### src/rtl/core/grwc_pkg.sv
// ----------------------------------------------------------------------------
// grwc_pkg
// Shared types and constants for the grid ray walkability check unit.
// ----------------------------------------------------------------------------
package grwc_pkg;

  localparam int GridSide  = 64;
  localparam int CoordW    = $clog2(GridSide);
  localparam int CellCount = GridSide * GridSide;
  localparam int AddrW     = $clog2(CellCount);

  // item kinds
  localparam logic KindWrite = 1'b0;
  localparam logic KindRay   = 1'b1;

  typedef enum logic [3:0] {
    ST_IDLE,
    ST_WRITE,
    ST_CLEAR,
    ST_PREP,
    ST_RD,
    ST_CHECK,
    ST_STEP,
    ST_DIV,
    ST_STOP,
    ST_DONE
  } grwc_state_t;

  // controller to datapath
  typedef struct packed {
    logic load;
    logic wr_cell;
    logic clr_cell;
    logic prep;
    logic rd_start;
    logic rd_walk;
    logic seed;
    logic check;
    logic step;
    logic div_start;
    logic div_iter;
    logic fin_hit;
    logic fin_end;
    logic fin_start;
  } grwc_cmd_t;

  // datapath to controller
  typedef struct packed {
    logic clr_last;
    logic kind;
    logic zero_len;
    logic cell_bad;
    logic climb_bad;
    logic no_step;
    logic past_end;
    logic div_last;
    logic div_first;
  } grwc_sts_t;

endpackage

### src/rtl/core/grwc_ctrl.sv
// ----------------------------------------------------------------------------
// grwc_ctrl
// Sequencer for cell writes, memory clear after reset and the ray walk.
// ----------------------------------------------------------------------------
module grwc_ctrl
  import grwc_pkg::*;
(
  input  logic      clk,
  input  logic      rst,
  input  logic      start,
  output logic      busy,
  output logic      done,
  input  grwc_sts_t sts,
  output grwc_cmd_t cmd
);

  grwc_state_t state, state_next;
  logic        zl, zl_next;
  logic        done_next;

  // state register
  always_ff @(posedge clk) begin
    if (rst) begin
      state <= ST_CLEAR;
      zl    <= 1'b0;
      done  <= 1'b0;
    end else begin
      state <= state_next;
      zl    <= zl_next;
      done  <= done_next;
    end
  end

  // next state and commands
  always_comb begin
    state_next = state;
    zl_next    = zl;
    done_next  = 1'b0;
    cmd        = '0;
    busy       = (state != ST_IDLE);
    unique case (state)
      ST_IDLE: begin
        if (start) begin
          cmd.load   = 1'b1;
          state_next = ST_WRITE;
        end
      end
      ST_WRITE: begin
        if (sts.kind == KindWrite) begin
          cmd.wr_cell = 1'b1;
          state_next  = ST_IDLE;
        end else begin
          cmd.rd_start = 1'b1;
          cmd.prep     = 1'b1;
          cmd.fin_start = 1'b1;
          zl_next      = sts.zero_len;
          state_next   = ST_PREP;
        end
      end
      ST_CLEAR: begin
        cmd.clr_cell = 1'b1;
        if (sts.clr_last) state_next = ST_IDLE;
      end
      ST_PREP: begin
        if (sts.cell_bad) begin
          done_next  = 1'b1;
          state_next = ST_IDLE;
        end else if (zl) begin
          cmd.fin_end = 1'b1;
          state_next  = ST_DONE;
        end else begin
          cmd.seed    = 1'b1;
          cmd.rd_walk = 1'b1;
          state_next  = ST_CHECK;
        end
      end
      ST_RD: begin
        cmd.rd_walk = 1'b1;
        state_next  = ST_CHECK;
      end
      ST_CHECK: begin
        if (sts.cell_bad || sts.climb_bad) begin
          cmd.fin_hit   = 1'b1;
          cmd.div_start = 1'b1;
          state_next    = ST_DIV;
        end else begin
          cmd.check  = 1'b1;
          state_next = ST_STEP;
        end
      end
      ST_STEP: begin
        if (sts.no_step || sts.past_end) begin
          cmd.fin_end = 1'b1;
          state_next  = ST_DONE;
        end else begin
          cmd.step   = 1'b1;
          state_next = ST_RD;
        end
      end
      ST_DIV: begin
        cmd.div_iter = 1'b1;
        if (sts.div_last) begin
          state_next = sts.div_first ? ST_STOP : ST_DONE;
        end
      end
      ST_STOP: begin
        cmd.div_start = 1'b1;
        state_next    = ST_DIV;
      end
      ST_DONE: begin
        done_next  = 1'b1;
        state_next = ST_IDLE;
      end
      default: state_next = ST_IDLE;
    endcase
  end

endmodule
### config.mk
export PLATFORM = sky130hd
export DESIGN_NAME = grwc_ctrl
export DESIGN_NICKNAME = d
export VERILOG_FILES = /design/src/rtl/core/grwc_pkg.sv /design/src/rtl/core/grwc_ctrl.sv
export SDC_FILE = /design/constraint.sdc
export NUM_CORES = 1
export LEC_CHECK = 0
export BUFFER_PORTS_ARGS = -buffer_cell sky130_fd_sc_hd__buf_2
export CORE_AREA = 4 4 41 43
export CTS_CLUSTER_SIZE = 20
export DETAILED_ROUTE_END_ITERATION = 8
export DIE_AREA = 0 0 45 47
export PLACE_DENSITY = 0.84
export SYNTH_ARGS = -nofsm -noshare
export SYNTH_HDL_FRONTEND = slang
export SYNTH_SLANG_ARGS = --single-unit
### constraint.sdc
create_clock -name clk -period 1.66 [get_ports clk]
set_input_delay 0.083 -clock clk [delete_from_list [all_inputs] [get_ports clk]]
set_output_delay 0.083 -clock clk [all_outputs]
set_load 0.02 [all_outputs]
==> reports/metrics.yaml <==
outcome:
  run_status: "finished, final reports clean"
sta:
  setup_violations: 0
  slew_at_the_pin_closest_to_its_max_slew_limit_ns: 0.3441
  layout_setup_ws_ns: 0.1342
  timing.slew.headroom_pct: 77.03
  final_min_period_over_clock_period_pct: 91.92
  achievable-frequency_mhz: 655.4
  final_hold_viol_count: 0
  final_period_minus_worst_setup_slack_ns: 1.526
  drv_slew: 0
  rsz0062_at_grt: "no"
  fin_setup_tns_ns: 0
  final.setup_skew_ns: 0.0001767
detailed_routing:
  avgViaCountPerCell: 5.271
  dr_wl_met2_um: 657
  dr.pass1.iters: 4
  drc_errors: 0
  final_wirelength_um: 1363
  routedLengthMet1_um: 596
  detailedRoute.firstIterationViolations: 11
  route.vias.total: 564
  route.detailed.wl_per_inst_um: 12.74
  top_layer: "met3"
  count_of_nets_left_with_antenna_violations_after_detail_routing: 0
  met3WireLength_um: 110
critical_path:
  ff2ff_setup_slack_ns: 0.31
  beginning_of_the_critical_path: "state[1]$_SDFFE_PP1P_"
  cp_data_arrival_time_ns: 1.44
  r2r_end: "state[0]$_SDFFE_PP0P_"
  cp_num_cells: 5
  timing_worst_setup_path_type: "reg -> out"
  r2r.worst_path.cells: 4
  path_max_fanout: 10
  required_ns: 1.58
  slowest_delay_ns: 0.44
  setup.worst_path.start_class: "flop"
  crit_path_top_delay_cell: "dfxtp_2"
  cp_num_buf_inv: 2
  worst_setup_path_endpoint: "cmd[8]"
  endpoint_kind: "output port"
  path_delay_family: "simple AND/OR/NAND/NOR gates"
  crit_path_cell_trace: "nand2_2 > nor4b_2 > a21oi_1 > inv_1 > buf_2"
  worstReg2RegStart: "state[3]$_SDFFE_PP0P_"
yosys:
  ys_top_cells_by_area: "dfxtp_1 (22%), nor2_1 (7.7%), buf_4 (5.6%)"
  synthesis.area_um2: 535.5
  gate_count_post_synth: 68
  top_cells_by_count_synth: "nor2_1 (11), dfxtp_1 (6), nand2_1 (6), buf_4 (4), nor2b_1 (4)"
  syn-mean-instance-area_um2: 7.875
  synth_area_leader_cell: "dfxtp_1"
  synth-seq-cells: 6
  synth_async_reset_ratio_pct: 0
  synth-edff-count: 0
  yosysMostFrequentCell: "nor2_1"
  synthesis.nets: 80
  synth_top_area_share_pct: 22.43
  seq_area_frac_synth_pct: 22.43
  yosys_warnings: 0
  post_synth_num_cell_types: 33
  yosys_most_used_dff: "dfxtp_1"
clock_network:
  cts_post_setup_buffers_inserted: 0
  cts-root-to-sink-buffers: 2
  h-tree-depth: 1
  clkSlewWorstSetupHoldPaths_ns: 0.04
  cts_buffers: 3
  clock_insertion_delay_worst_skew_ns: 0.24
  clockRootBuffer: "clkbuf_4"
  clock_tree_from_tritoncts: "done"
  cts_num_sinks: 6
global_routing:
  globalRouteTotalUtil_pct: 14.16
  grt_start_max_net_pins: 12
  grt_pass1_wl_um: 2194
  overall_overflow_remaining_after_global_route: 0
  antenna_found_initial: 0
  vias_in_the_first_global_route: 506
floorplan:
  coreArea_um2: 1301
  fp.dieW_um: 45
  die_y_um: 47
  floorplan.initialDensity_pct: 41.15
  number_of_core_rows: 13
  num_io_pins: 28
  dieArea_um2: 2115
finish:
  postLayoutCellArea_um2: 663.1
  final_nets: 106
  area_delta_synth_final_pct: 23.83
  antenna_cells: 0
  fill_cells: 140
  final_layout_size_suffix_gt1_share_pct: 46.74
placement:
  io_buffer_count: 27
  dp.final_hpwl_um: 1130
  place_worst_setup_slack_ns: 0.2506
  area_of_placed_instances_um2: 636.9
  gpl.final_weighted_congestion: 0.8100
worst_hold_path:
  hold_path_class: "in -> reg"
job:
  maxCapViolations: 0
power:
  vdd_ir_drop_max_mv: 0.5304
  power.static_leakage_nw: 0.3344
  pwr_density_cell_nw_per_um2: 539.0
logic make-up after synthesis:
group	Yosys count	synth area share (%)
compound gates	14	19.86
flops	6	22.43
simple gates	40	45.32
buf+inv	7	10.51
mux	1	1.869
layout make-up:
cell class	instances	area, um^2	share of cell area (%)
well taps	15	18.77	2.830
inverters	1	3.754	0.5660
repair buffers	27	135.1	20.38
clock buffers	3	22.52	3.396
multi-input cells	55	359.1	54.15
flip-flops and latches	6	123.9	18.68
registers in the layout, summed over array words and instances (netlist names):
register,flops
done,1
zl,1
state,4
metal layers:
metal	vias up	GRT usage (%)
li1	290	-
met1	252	18.26
met2	22	21.75
met3	0	3.448
met4	0	7.602
met5	-	0
timing repair:
action                     4_1_cts  5_1_grt
setup endpoints to repair        0        8
gates resized for setup          0        3
hold buffers                     0        0
power breakdown:
group	switching [W]	internal, W
Clock	0.0000463	0.0000813
Combinational	0.0000410	0.0000305
Sequential	0.00000943	0.000149
placed cells by master (no fill, tap or decap), drive strengths merged:
master	instances
o211a	1
a31oi	1
and3	3
a21o	2
buf	27
and2b	1
inv	1
nor3	4
a211oi	1
mux2i	1
a31o	1
nand3	1
nor4b	2
o21ai	1
nor2	13
nor4	1
o31a	1
o22ai	1
a311o	1
a21oi	3
nor2b	5
nand2	7
o21bai	1
nand2b	3
dfxtp	6
clkbuf	3
through the flow:
step                      hold slack, ns  utilization, %  power [W]  instances
after global placement            0.3149           48.94  0.0002300        104
after floorplan                   0.1524               -  0.0002033         68
final                            0.06856           50.96  0.0003574        107
after CTS                        0.06154           50.67  0.0003652        107
after detailed placement          0.3193           48.94  0.0002313        104
after global routing             0.06904           50.96  0.0003857        107
worst min path at each step:
stage                     startpoint                    end  slack (ns)  cells after the start
after detailed placement         rst  state[2]$_SDFFE_PP0P_        0.32                      2
after CTS                        rst  state[2]$_SDFFE_PP0P_        0.06                      2
after global routing             rst  state[2]$_SDFFE_PP0P_        0.07                      2
after global placement           rst  state[2]$_SDFFE_PP0P_        0.31                      2
final                            rst  state[2]$_SDFFE_PP0P_        0.07                      2
after floorplan                  rst  state[2]$_SDFFE_PP0P_        0.15                      1
No activity file was read; power rests on OpenSTA's default activity.
